`src/vssp_div.sv`:
```
`timescale 1ns / 1ps
// Radix-2 restoring divider, one bit per cycle, unsigned operands; only the
// remainder is kept. Used by the position wrap. No dependencies.
module vssp_div #(
    parameter int DW = 34,
    parameter int VW = 33
) (
    input  logic          aclk,
    input  logic          aresetn,
    input  logic          start,
    input  logic [DW-1:0] dividend,
    input  logic [VW-1:0] divisor,
    output logic          done,
    output logic [VW-1:0] remainder
);
    localparam int CNT_W = $clog2(DW + 1);

    logic             run_reg, run_next;
    logic             done_reg, done_next;
    logic [CNT_W-1:0] cnt_reg, cnt_next;
    logic [DW-1:0]    num_reg;
    logic [VW-1:0]    rem_reg;
    logic [VW-1:0]    dvs_reg;

    logic [VW:0] trial;
    logic [VW:0] trial_sub;
    logic        ge;

    assign trial     = {rem_reg, num_reg[DW-1]};
    assign trial_sub = trial - {1'b0, dvs_reg};
    assign ge        = trial >= {1'b0, dvs_reg};

    always_comb begin
        run_next  = run_reg;
        done_next = 1'b0;
        cnt_next  = cnt_reg;
        if (start) begin
            run_next = 1'b1;
            cnt_next = CNT_W'(DW);
        end else if (run_reg) begin
            cnt_next = cnt_reg - CNT_W'(1);
            if (cnt_reg == CNT_W'(1)) begin
                run_next  = 1'b0;
                done_next = 1'b1;
            end
        end
    end

    always_ff @(posedge aclk) begin
        if (!aresetn) begin
            run_reg  <= 1'b0;
            done_reg <= 1'b0;
            cnt_reg  <= '0;
        end else begin
            run_reg  <= run_next;
            done_reg <= done_next;
            cnt_reg  <= cnt_next;
        end
    end

    always_ff @(posedge aclk) begin
        if (start) begin
            num_reg <= dividend;
            dvs_reg <= divisor;
            rem_reg <= '0;
        end else if (run_reg) begin
            num_reg <= {num_reg[DW-2:0], 1'b0};
            rem_reg <= ge ? trial_sub[VW-1:0] : trial[VW-1:0];
        end
    end

    assign done      = done_reg;
    assign remainder = rem_reg;

    a_no_restart: assert property (@(posedge aclk) disable iff (!aresetn)
        start |-> !run_reg)
        else $error("divider restarted while busy");

    a_rem_range: assert property (@(posedge aclk) disable iff (!aresetn)
        done_reg |-> rem_reg < dvs_reg)
        else $error("remainder not below divisor");

    a_cnt_live: assert property (@(posedge aclk) disable iff (!aresetn)
        run_reg |-> cnt_reg != '0)
        else $error("divider running with zero count");

endmodule

```
`config.mk`:
```
export PLATFORM = sky130hd
export DESIGN_NAME = vssp_div
export DESIGN_NICKNAME = d
export VERILOG_FILES = /design/src/vssp_div.sv
export SDC_FILE = /design/constraint.sdc
export NUM_CORES = 1
export LEC_CHECK = 0
export BUFFER_PORTS_ARGS = -buffer_cell sky130_fd_sc_hd__buf_2
export CORE_ASPECT_RATIO = 0.7
export CORE_UTILIZATION = 60
export CTS_CLUSTER_SIZE = 40
export DETAILED_ROUTE_END_ITERATION = 7
export HOLD_SLACK_MARGIN = 0.06
export PLACE_DENSITY = 0.85
export SYNTH_ARGS = -nofsm -noshare
export SYNTH_HDL_FRONTEND = slang
export SYNTH_SLANG_ARGS = --single-unit
```
`constraint.sdc`:
```
create_clock -name aclk -period 9.4 [get_ports aclk]
set_input_delay 0.47 -clock aclk [delete_from_list [all_inputs] [get_ports aclk]]
set_output_delay 0.47 -clock aclk [all_outputs]
set_load 0.05 [all_outputs]
```
# Yosys cells after proc, flatten, opt, wreduce, memory -nomap -nowiden
# Cells that the tools add are included.
[op_classes]
n_addsub = 2
magnitude_cmp = 1
n_eq_ne = 1
muxes = 9
bitwise = 2
n_reduce_logical = 3
[ops]
columns = ["cell", "n"]
rows = [
  ["two-way mux 34 bit", 2],
  ["greater-or-equal comparator 34 x 33 -> 1 bit", 1],
  ["two-way mux 33 bit", 1],
  ["subtractor 33 bit", 1],
  ["two-way mux 6 bit", 2],
  ["== test 6 x 1 -> 1 bit (second input constant)", 1],
  ["subtractor 6 x 1 -> 6 bit (second input constant)", 1],
  ["two-way mux 1 bit", 4],
  ["OR reduction 3 bit", 1],
  ["NOT 1 bit", 2],
  ["nonzero test 2 bit", 1],
  ["OR reduction 2 bit", 1],
]
[totals]
reg_bits = 108
inputBits = 70
output_inout_bits = 34
word_cells = 25

# Depth between registers and ports, before layout
# Gate-level depths: netlist of the first run.
[logic_depth]
ltp_word = 4
mapped_depth = 14
depth_no_buf = 13

# Worst setup path before layout of the first run
# Ideal clock, no wire load.
[synth_timing]
path_type = "register to register"
startpoint = "reg rem_reg[0] (netlist: remainder[0])"
endpoint = "reg rem_reg[20] (netlist: remainder[20])"
setup_ps = 117
arrival_time_ps = 2893
required_time_ps = 9283
slack_ps = 6390
path_stages_with_launch = 10
path_buffers = 0
period_less_slack_ps = 3010
cell_sequence = "dfxtp_1 -> fa_1 -> a21o_1 -> a311o_2 -> o21ai_2 -> o211a_1 -> a31o_4 -> o31ai_4 -> mux2_2 -> a22o_1"
[synth_via]
elab_chain_len = 2
elab_cells_between_ends = 3
classes_between = "1 x add/sub; 1 x order compare; 1 x mux"
[synth_rtl]
columns = ["item", "line", "rtl"]
rows = [
  ["start, declared", "22", "logic [VW-1:0] rem_reg;"],
  ["start signal, assigned", "68", "rem_reg <= ge ? trial_sub[VW-1:0] : trial[VW-1:0];"],
  ["subtractor 33 bit or greater-or-equal comparator 34 x 33 -> 1 bit (tied branches)", "30, 31", ""],
  ["two-way mux 33 bit (*)", "68", ""],
]
# Mark *: on every way between the ends. The rest lies on a longest branch, timed or not.
# A chain may end at the register's enable or synchronous reset.

# Worst setup path in the final report of the first run
[layout_timing]
startpoint = "reg num_reg[33]"
endpoint = "reg rem_reg[4] (netlist: remainder[4])"
[layout_via]
elab_chain_len = 2
elab_cells_between_ends = 3
classes_between = "1 x add/sub; 1 x order compare; 1 x mux"
[layout_rtl]
columns = ["item", "line", "rtl"]
rows = [
  ["start, declared", "21", "logic [DW-1:0] num_reg;"],
  ["start signal, assigned", "63", "num_reg <= dividend;"],
  ["start signal, assigned", "67", "num_reg <= {num_reg[DW-2:0], 1'b0};"],
  ["subtractor 33 bit or greater-or-equal comparator 34 x 33 -> 1 bit (tied branches)", "30, 31", ""],
  ["two-way mux 33 bit (*)", "68", ""],
]
# Marks and branches as above.

==> results.md, run 1 <==
Run status:
- The flow ran to the end, and the final reports show no timing, DRC or antenna violations.

Layout:
- The flip-flop count of the largest register after layout is 34.
- The post-route netlist has 23.04% of its cells at a drive strength greater than 1.
- For this run, the number of standard cells in the final layout without fillers is 818.
- The commonest non-fill, non-tap cell in the layout is buf_2.
- The area growth from synthesis to layout is 14.19%.
- The top cell types in the final layout, fill and taps aside, are buf_2, edfxtp_1, nand2_1.
- The net count of the finished layout is 791.
- The antenna diode instance count is 0.

Placement:
- The congestion estimate from routability-driven global placement came to 0.9321.
- The HPWL after detailed placement is 10,120 um.
- Port buffering added 103 buffers.
- Counting tap cells, the placed design contains a total of 802 instances.

CTS:
- The number of buffers between clock root and the deepest sink is 2.
- Post-CTS timing repair inserted 0 buffers for setup.
- The number of sinks handled by clock tree synthesis is 108.
- Clock-pin slew was measured on the worst setup and hold paths at 70 ps.
- The H-tree generated during clock tree synthesis spans 3 levels.
- The clock reaches the later pin of the worst-skew pair after 350 ps.
- In this run the clock root is driven by a clkbuf_16.
- The total CTS buffers is 9.
- The number of gates resized after CTS is 0.
- TritonCTS built the clock tree.
- In this run, post-CTS hold repair placed 0 buffers.

Die:
- Measured along the y axis, the die boundary spans 86.13 um.
- The floorplan step set the die width to 122.2 um.
- The region available for standard cell placement spans 9759 sq um.
- The number of primary I/O pins is 104.
- The starting density of the core is 62.17%.
- The number of cell rows is 30.
- The area enclosed by the die boundary is 10,520 sq um.

Synth:
- After synthesis the cells add up to 6067 sq um.
- The share of the yosys chip area belonging to registers is 46.69%.
- The fraction of post-synthesis cell area in the top cell type by area is 33.16%.
- A synthesized cell averages 10.25 sq um.
- The multiplexer share of the synthesized area is 8.785%.
- The fraction of the mapped netlist area in adder cells is 7.548%.
- The number of enable-type register cells in the synthesized netlist is 67.
- The number of flip-flops and latches in the synthesized netlist is 108.
- The dominant cell type by area after synthesis is edfxtp_1.
- After synthesis, the netlist uses 53 different library cells.
- The most common flop cell mapped by yosys is edfxtp_1.
- By area, the combinational part of the netlist is dominated by compound AO/OA/AOI/OAI gates.
- In the synthesized netlist, the number of instances is 592.
- The area fraction in compound gates after synthesis is 16.93%.
- The post-synthesis net count is 698.
- During synthesis, Yosys emitted a total of 0 warnings.
- The synthesized netlist devotes 4.764% of its cell area to XOR and XNOR gates.
- In the post-synthesis netlist, the biggest area contributors are edfxtp_1, dfxtp_1, ha_1.
- The simple-gate share of the synthesized area is 10.85%.
- In the synthesized netlist the async set-or-reset flop fraction comes to 0%.

STA:
- The hold violation count in the final report was 0.
- The highest clock frequency the design can meet is 0.2667 GHz.
- The setup-violating endpoint count in the final report is 0.
- The slew at the pin with the worst max-slew slack is 1066 ps.
- The number of slew-limit violations in the final report is 0.
- On the final layout, the worst clock skew is 6.455 ps.
- Counting I/O delays and the setup requirement, the final critical path takes 3749 ps.
- Setup repair after global routing left no endpoint under its margin.
- Of the available clock period, the critical path in the final layout requires 39.88%.
- In this run the tightest slew margin relative to its limit is 28.91%.
- For the final routed database, the setup TNS stands at 0 ps.

Global route:
- The via count of the first global-routing pass is 4,880.
- The total global-route track usage is 28.67%.
- The first global-routing pass estimated 23,460 um of wire.
- The total congestion overflow is 0.
- Entering global routing, the biggest net connects 61 pins.
- The number of antenna violations at the first check in global routing is 0.

Critical path:
- The worst register-to-register path has a depth of 13.
- For the worst setup path, the data arrival time is 3950 ps.
- The worst register-to-register path ends at remainder[4].
- The launching instance or port of the critical path is num_reg[33].
- In this run the worst path has a maximum fanout of 23.
- The required time reported for the critical path endpoint is 9600 ps.
- The critical path is of the register to register type.
- STA classifies the critical path startpoint as a register.
- STA classifies the critical path endpoint as a register.
- The slack of the worst reg-to-reg path is 5650 ps.
- The launch instance of the worst register-to-register path is num_reg[33].
- The end point of the critical path is remainder[4].

Hold path:
- The class of the most critical hold timing path is primary input to register.

Job:
- The number of violations of the max-capacitance limit is 0.

Drt:
- The number of vias after detailed routing is 4,937.
- For this run, design rule violations remaining after detail routing come to 0.
- After detailed routing, the average wire length per cell comes to 17.29 um.
- After detailed routing, the number of vias per cell comes to 6.035.
- The count of nets left with antenna violations once routing finished came out at 0.
- The first detailed-routing pass ran for 5 iterations.
- The violation count after the first detailed-routing iteration is 566.
- The total routed wirelength is 14,140 um.

Power:
- In this run the static leakage power is 0.002961 uW.
- The total internal power is 826.4 uW.
- The fraction of power consumed by sequential logic is 48.0%.
- The clock network power share is 29.6%.
- The switching part of the total power is 29.77%.
- In this run the power density over the cells is 169.9 nW/um^2.
- Summed over all nets, the switching power comes to 350.4 uW.
- The maximum vdd ir drop is 0.09947 mV.
- The part of the power in combinational logic is 22.5%.
[critical path, stage by stage, from the launching register on]
cell and delay (ps):
edfxtp_1 340, inv_1 50, ha_1 200, inv_1 70, fa_1 200, a21o_1 150, a311o_2 210, o21ai_2 80
o211a_1 280, a31o_4 290, o31ai_4 890, buf_4 460, mux2i_1 270, a211oi_1 100
[power groups by stage]
stage	sequential, uW	combinational [uW]	clock, uW
after global placement	573	249	0
after detailed placement	575	259	0
final	565	264	348
after global routing	569	290	368
after floorplan	598	164	0
after CTS	565	261	350
[synth_stat cells, types with 3 or more instances]
library cell,count
edfxtp_1,67
nand2_1,45
a21oi_1,44
inv_1,42
nor2_1,42
dfxtp_1,41
ha_1,35
mux2_2,34
o21ai_0,34
a211oi_1,23
clkbuf_1,21
xnor2_1,19
a21o_1,15
mux2i_1,15
xor2_1,14
nor3_1,11
nand3_1,10
a31oi_1,7
nand2b_1,7
o211ai_1,6
nand4_1,5
o21a_1,5
o21bai_1,5
and3_1,4
and2_1,3
o31ai_1,3
or3_1,3
[how the worst min path moves through the flow]
| stage | start | endpoint | slack (ps) | depth (start not counted) |
|---|---|---|---|---|
| detailed placement | remainder[22] | remainder[22] | 490 | 2 |
| finish | divisor[24] | dvs_reg[24] | 290 | 1 |
| global placement | remainder[22] | remainder[22] | 490 | 2 |
| CTS | divisor[11] | dvs_reg[11] | 280 | 1 |
| global route | divisor[5] | dvs_reg[5] | 280 | 1 |
| floorplan | cnt_reg[4] | cnt_reg[4] | 510 | 2 |
[logic make-up after synthesis]
group           after synthesis
compound gates              158
mux                          49
xor+xnor                     33
buf+inv                      67
flops                       108
fa+ha+maj                    36
simple gates                141
[cell type report]
type	count	area (sq um)
inverters	42	157.7
well taps	128	160.2
fillers	704	2831
repair buffers	107	548.0
clock inverters	4	26.28
multi-input cells	417	2965
clock buffers	12	236.5
flip-flops and latches	108	2834
[routing by layer]
layer,track usage [%],wire (um),vias to the layer above
li1,-,-,2353
met1,38.46,6174,2313
met2,47.30,6592,248
met3,7.048,1195,23
met4,5.876,180,0
met5,0,0,-
[stage by stage]
step	setup WS, ps	power (uW)	cell area, sq um	utilization, %	hold WS [ps]
2_1_floorplan	6390	761.9	6067	-	508.2
3_3_place_gp	5884	821.2	6665	68.29	488.8
3_5_place_dp	5742	833.5	6665	68.29	490.4
4_1_cts	5664	1176	6928	70.99	284.6
5_1_grt	5369	1227	6928	70.99	277.8
6_report	5651	1177	6928	70.99	290.6
(Power assumes the default switching activity.)
==> inputs of run 2 (changes only) <==
--- a/config.mk
+++ b/config.mk
@@ -5,13 +5,14 @@
 export SDC_FILE = /design/constraint.sdc
 export NUM_CORES = 1
 export LEC_CHECK = 0
+export ABC_AREA = 1
 export BUFFER_PORTS_ARGS = -buffer_cell sky130_fd_sc_hd__buf_2
 export CORE_ASPECT_RATIO = 0.7
-export CORE_UTILIZATION = 60
+export CORE_UTILIZATION = 53
 export CTS_CLUSTER_SIZE = 40
 export DETAILED_ROUTE_END_ITERATION = 7
 export HOLD_SLACK_MARGIN = 0.06
-export PLACE_DENSITY = 0.85
+export PLACE_DENSITY = 0.78
 export SYNTH_ARGS = -nofsm -noshare
 export SYNTH_HDL_FRONTEND = slang
 export SYNTH_SLANG_ARGS = --single-unit
==> constraint.sdc (replaced) <==
create_clock -name aclk -period 3.2 [get_ports aclk]
set_input_delay 0.16 -clock aclk [delete_from_list [all_inputs] [get_ports aclk]]
set_output_delay 0.16 -clock aclk [all_outputs]
set_load 0.05 [all_outputs]
==> run 2 against run 1 <==
Register-to-register slack worse by 5100 ps. Design area increased by 24%. Sequential share of layout area decreased by 7.9 points. Synthesized area grew 20%. Combinational power is 63% higher. Total power increased to 2.7 times the previous value. Clock-buffer cell count fell by 3. Clock power rose to 3.3 times the previous value. Critical endpoint is now remainder[31]. Highest routed layer unchanged.
==> results.md, run 2 <==
STA:
- The number of slew-limit violations in the final report is 0 (unchanged).
- The final clock skew was 12.64 ps (+6.189 ps).
- The post-route setup TNS is 0 ps (unchanged).
- The period utilization is 83.54% (+44 points).
- The minimum clock period after layout is 2673 ps (-1076 ps).
- The hold violation count in the final report was 0 (unchanged).
- The slew at the pin with the worst max-slew slack is 783.9 ps (-282.5 ps).
- The setup-violating endpoint count in the final report is 0 (unchanged).
- The final-layout worst hold slack is 61.00 ps (-229.6 ps).
- The normalized max-slew margin came to 47.69% (+19 points).
- The worst setup margin is 526.6 ps (-5124 ps).
- The highest clock frequency the design can meet is 0.3741 GHz (+40%).
- Setup repair after global routing left no endpoint under its margin.

Synth:
- The number of enable-type register cells in the synthesized netlist is 67 (unchanged).
- The post-synthesis net count was 1,145 (+64%).
- The fraction of registers with async set/reset came to 0% (unchanged).
- Ranked by total cell area, the synthesized netlist is headed by edfxtp_1, nand2_1, dfxtp_1.
- The synthesized netlist cell count is 1,039 (+76%).
- The fraction of post-synthesis cell area in the top cell type by area is 27.58% (-5.6 points).
- The most frequent cell after synthesis is nand2_1.
- The Yosys warning count was 0 (unchanged).
- Counting instances in the post-synthesis netlist gives the leading cell types as nand2_1, inv_1, nand3_1.
- The count of different cell masters after synthesis was 39 (-26%).
- The post-synthesis cell area is 7296 sq um (+20%).
- The most common flop cell mapped by yosys is edfxtp_1.
- The number of flip-flops and latches in the synthesized netlist is 108 (unchanged).
- The share of the yosys chip area belonging to registers is 38.83% (-7.9 points).
- The dominant cell type by area after synthesis is edfxtp_1.
- The mean cell area of the mapped netlist came to 7.022 sq um (-31%).

Die:
- The number of cell rows was 35 (+17%).
- The number of primary I/O pins is 104 (unchanged).
- The starting density of the core was 54.80% (-7.4 points).
- The area enclosed by the die boundary is 14,250 sq um (+35%).
- The die extent in y is 100.2 um (+16%).
- The horizontal extent of the die is 142.2 um (+16%).
- The standard cell core area is 13,310 sq um (+36%).

Hold path:
- The hold-critical path endpoint is num_reg[25].
- The worst hold path startpoint is dividend[25].
- In this run the worst hold path is classified as primary input to register.
- The cell count of the worst hold path is 3 (+2).

CTS:
- The total number of H-tree levels is 3 (unchanged).
- The number of buffers between clock root and the deepest sink came to 2 (unchanged).
- The cell chosen for the clock root is clkbuf_16.
- The clock-pin transition on the worst setup and hold timing paths came to 80 ps (about the same).
- The number of sinks handled by clock tree synthesis came to 108 (unchanged).
- The post-CTS setup buffer count is 0 (unchanged).
- The TritonCTS clock tree is built.
- The clock network latency to the later pin of the worst-skew pair is 370 ps (+20 ps).
- The total CTS buffers is 9 (unchanged).

Global route:
- The wire length of the first global-routing pass is 30,650 um (+31%).
- The number of antenna violations at the first check in global routing is 0 (unchanged).
- The total congestion overflow was 0 (unchanged).
- The pin count of the biggest net entering global routing is 59 (-3.3%).
- The total global-route track usage came to 27.52% (-1.2 points).
- The via count of the first global-routing pass is 6,291 (+29%).

Layout:
- The number of fill cells was 1,235 (+75%).
- The area added between synthesis and finish is 17.49%.
- The layout net count came to 1,279 (+62%).
- The flip-flop count of the largest register after layout is 34 (unchanged).
- In the layout the commonest cells are nand2_1, inv_1, buf_2.
- The share of final-layout standard cells stronger than drive strength 1 is 14.69% (-8.4 points).
- Leaving out fill and tap cells, the most frequent cell in the layout is nand2_1.
- The antenna diode instance count came to 0 (unchanged).

Power:
- The total leakage power is 0.004663 uW (+58%).
- The maximum vdd ir drop was 0.2423 mV (+140%).
- The power density over cell area came to 370.5 nW/um^2 (+120%).

Placement:
- The placement-stage worst setup slack is 588.2 ps (-5154 ps).
- The count of input and output buffers came to 103 (unchanged).
- The HPWL after detailed placement is 13,810 um (+36%).
- The global placer's final weighted congestion was 0.9900 (+6.2%).

Critical path:
- The kind of launch point of the worst setup path is a register.
- The slack of the worst reg-to-reg path is 530 ps (-5120 ps).
- The startpoint identified for the worst register-to-register timing path is num_reg[33].
- The required time reported for the critical path endpoint is 3460 ps (-6140 ps).
- The maximum fanout along the worst path came to 23 (unchanged).
- The number of cells on the worst reg-to-reg path is 15 (+2).
- In this run the critical register-to-register path is captured at remainder[31].
- The type of the worst setup path is register to register.
- The worst path arrival time came to 2930 ps (-1020 ps).
- The worst setup path is captured at a register.

Run status:
- The flow ran to the end, and the final reports show no timing, DRC or antenna violations.

Job:
- The number of violations of the max-capacitance limit came to 0 (unchanged).

Drt:
- The met2 wire length came to 7411 um (+12%).
- The detailed-route wire length per cell came to 13.42 um (-22%).
- The violation count after the first detailed-routing iteration is 541 (-4.4%).
- The highest routing layer actually used is met4.
- The total routed wirelength is 18,300 um (+29%).
- The wire length on met1 is 9271 um (+50%).
- The number of detailed-routing iterations run before antenna repair is 5 (unchanged).
- The met3 wirelength from detailed routing is 1342 um (+12%).
- The total DRC errors in the routed layout is 0 (unchanged).
- The number of vias after detailed routing is 6,761 (+37%).
- The number of nets still failing antenna checks after routing came to 0 (unchanged).
- The routed via count divided by cell count came to 4.960 (-18%).
[run 2: cell types whose count changed in the layout (fill, tap and decap cells not counted), sizes merged, moves of 15 or more]
cell,previous run,this run
dlygate4sd3,0,35
inv,42,197
mux2i,15,0
a21oi,44,25
a21o,15,0
o21ai,35,14
nand2,45,433
nand3,10,87
mux2,34,0
a211oi,23,0
[run 2: logic make-up after synthesis]
group                      synth area share, %
and+or+nand+nor                          36.92
buffers and inverters                    12.66
xor gates and xnor gates                 1.921
DFF                                      38.83
adders and majority gates                6.277
AOI/OAI and AO/OA                        3.396
[run 2: final cells by class]
type                            instances  area (sq um)  area share (%)
Multi-Input combinational cell        710          3540           41.29
Sequential cell                       108          2833           33.05
Timing Repair Buffer                  145         918.4           10.71
Inverter                              199         747.0           8.714
Tap cell                              185         231.5           2.700
Clock buffer                            9         225.2           2.627
Clock inverter                          7         77.57          0.9050
[run 2: through the flow]
stage | area, sq um | utilization (%) | power, uW | std cells
finish | 8572 | 64.39 | 3176 | 1363
global route | 8572 | 64.39 | 3305 | 1363
CTS | 8572 | 64.39 | 3186 | 1363
detailed placement | 7919 | 59.48 | 2029 | 1312
global placement | 7919 | 59.48 | 2019 | 1312
floorplan | 7296 | - | 1898 | 1039
[run 2: worst max-delay path, stage by stage (launching register included)]
cell and delay (ps):
edfxtp_1 370, inv_1 80, ha_1 170, inv_1 70
fa_1 440, nand3_1 130, nand3_2 170, nand2_2 110
nand2_1 110, nand2_4 200, buf_4 330, nand3_1 120
nand2_1 80, inv_1 50, nand2_1 60, nand2_1 50
[run 2: worst max path at each step]
| stage | startpoint | endpoint | slack (ps) | depth (start not counted) |
|---|---|---|---|---|
| finish | num_reg[33] | remainder[31] | 530 | 15 |
| CTS | num_reg[33] | remainder[32] | 540 | 15 |
| global placement | num_reg[33] | remainder[2] | 630 | 13 |
| floorplan | remainder[24] | remainder[24] | 960 | 12 |
| detailed placement | num_reg[33] | remainder[0] | 590 | 13 |
| global route | num_reg[33] | remainder[31] | 360 | 15 |
[run 2: report_power, final]
group	internal (uW)	switching, uW	total, uW
sequential	1580	26.7	1600
clock	556	585	1140
combinational	166	265	431
total	2300	876	3180
[run 2: per-layer routing]
metal | vias up | track usage [%]
met4 | 0 | 7.196
met5 | - | 0
met3 | 22 | 4.819
met1 | 3006 | 41.58
li1 | 3492 | -
met2 | 241 | 40.31
[run 2: repair_timing]
action	in CTS	in global routing
hold endpoints to repair	35	0
hold buffers	35	0
gates resized for setup	0	0
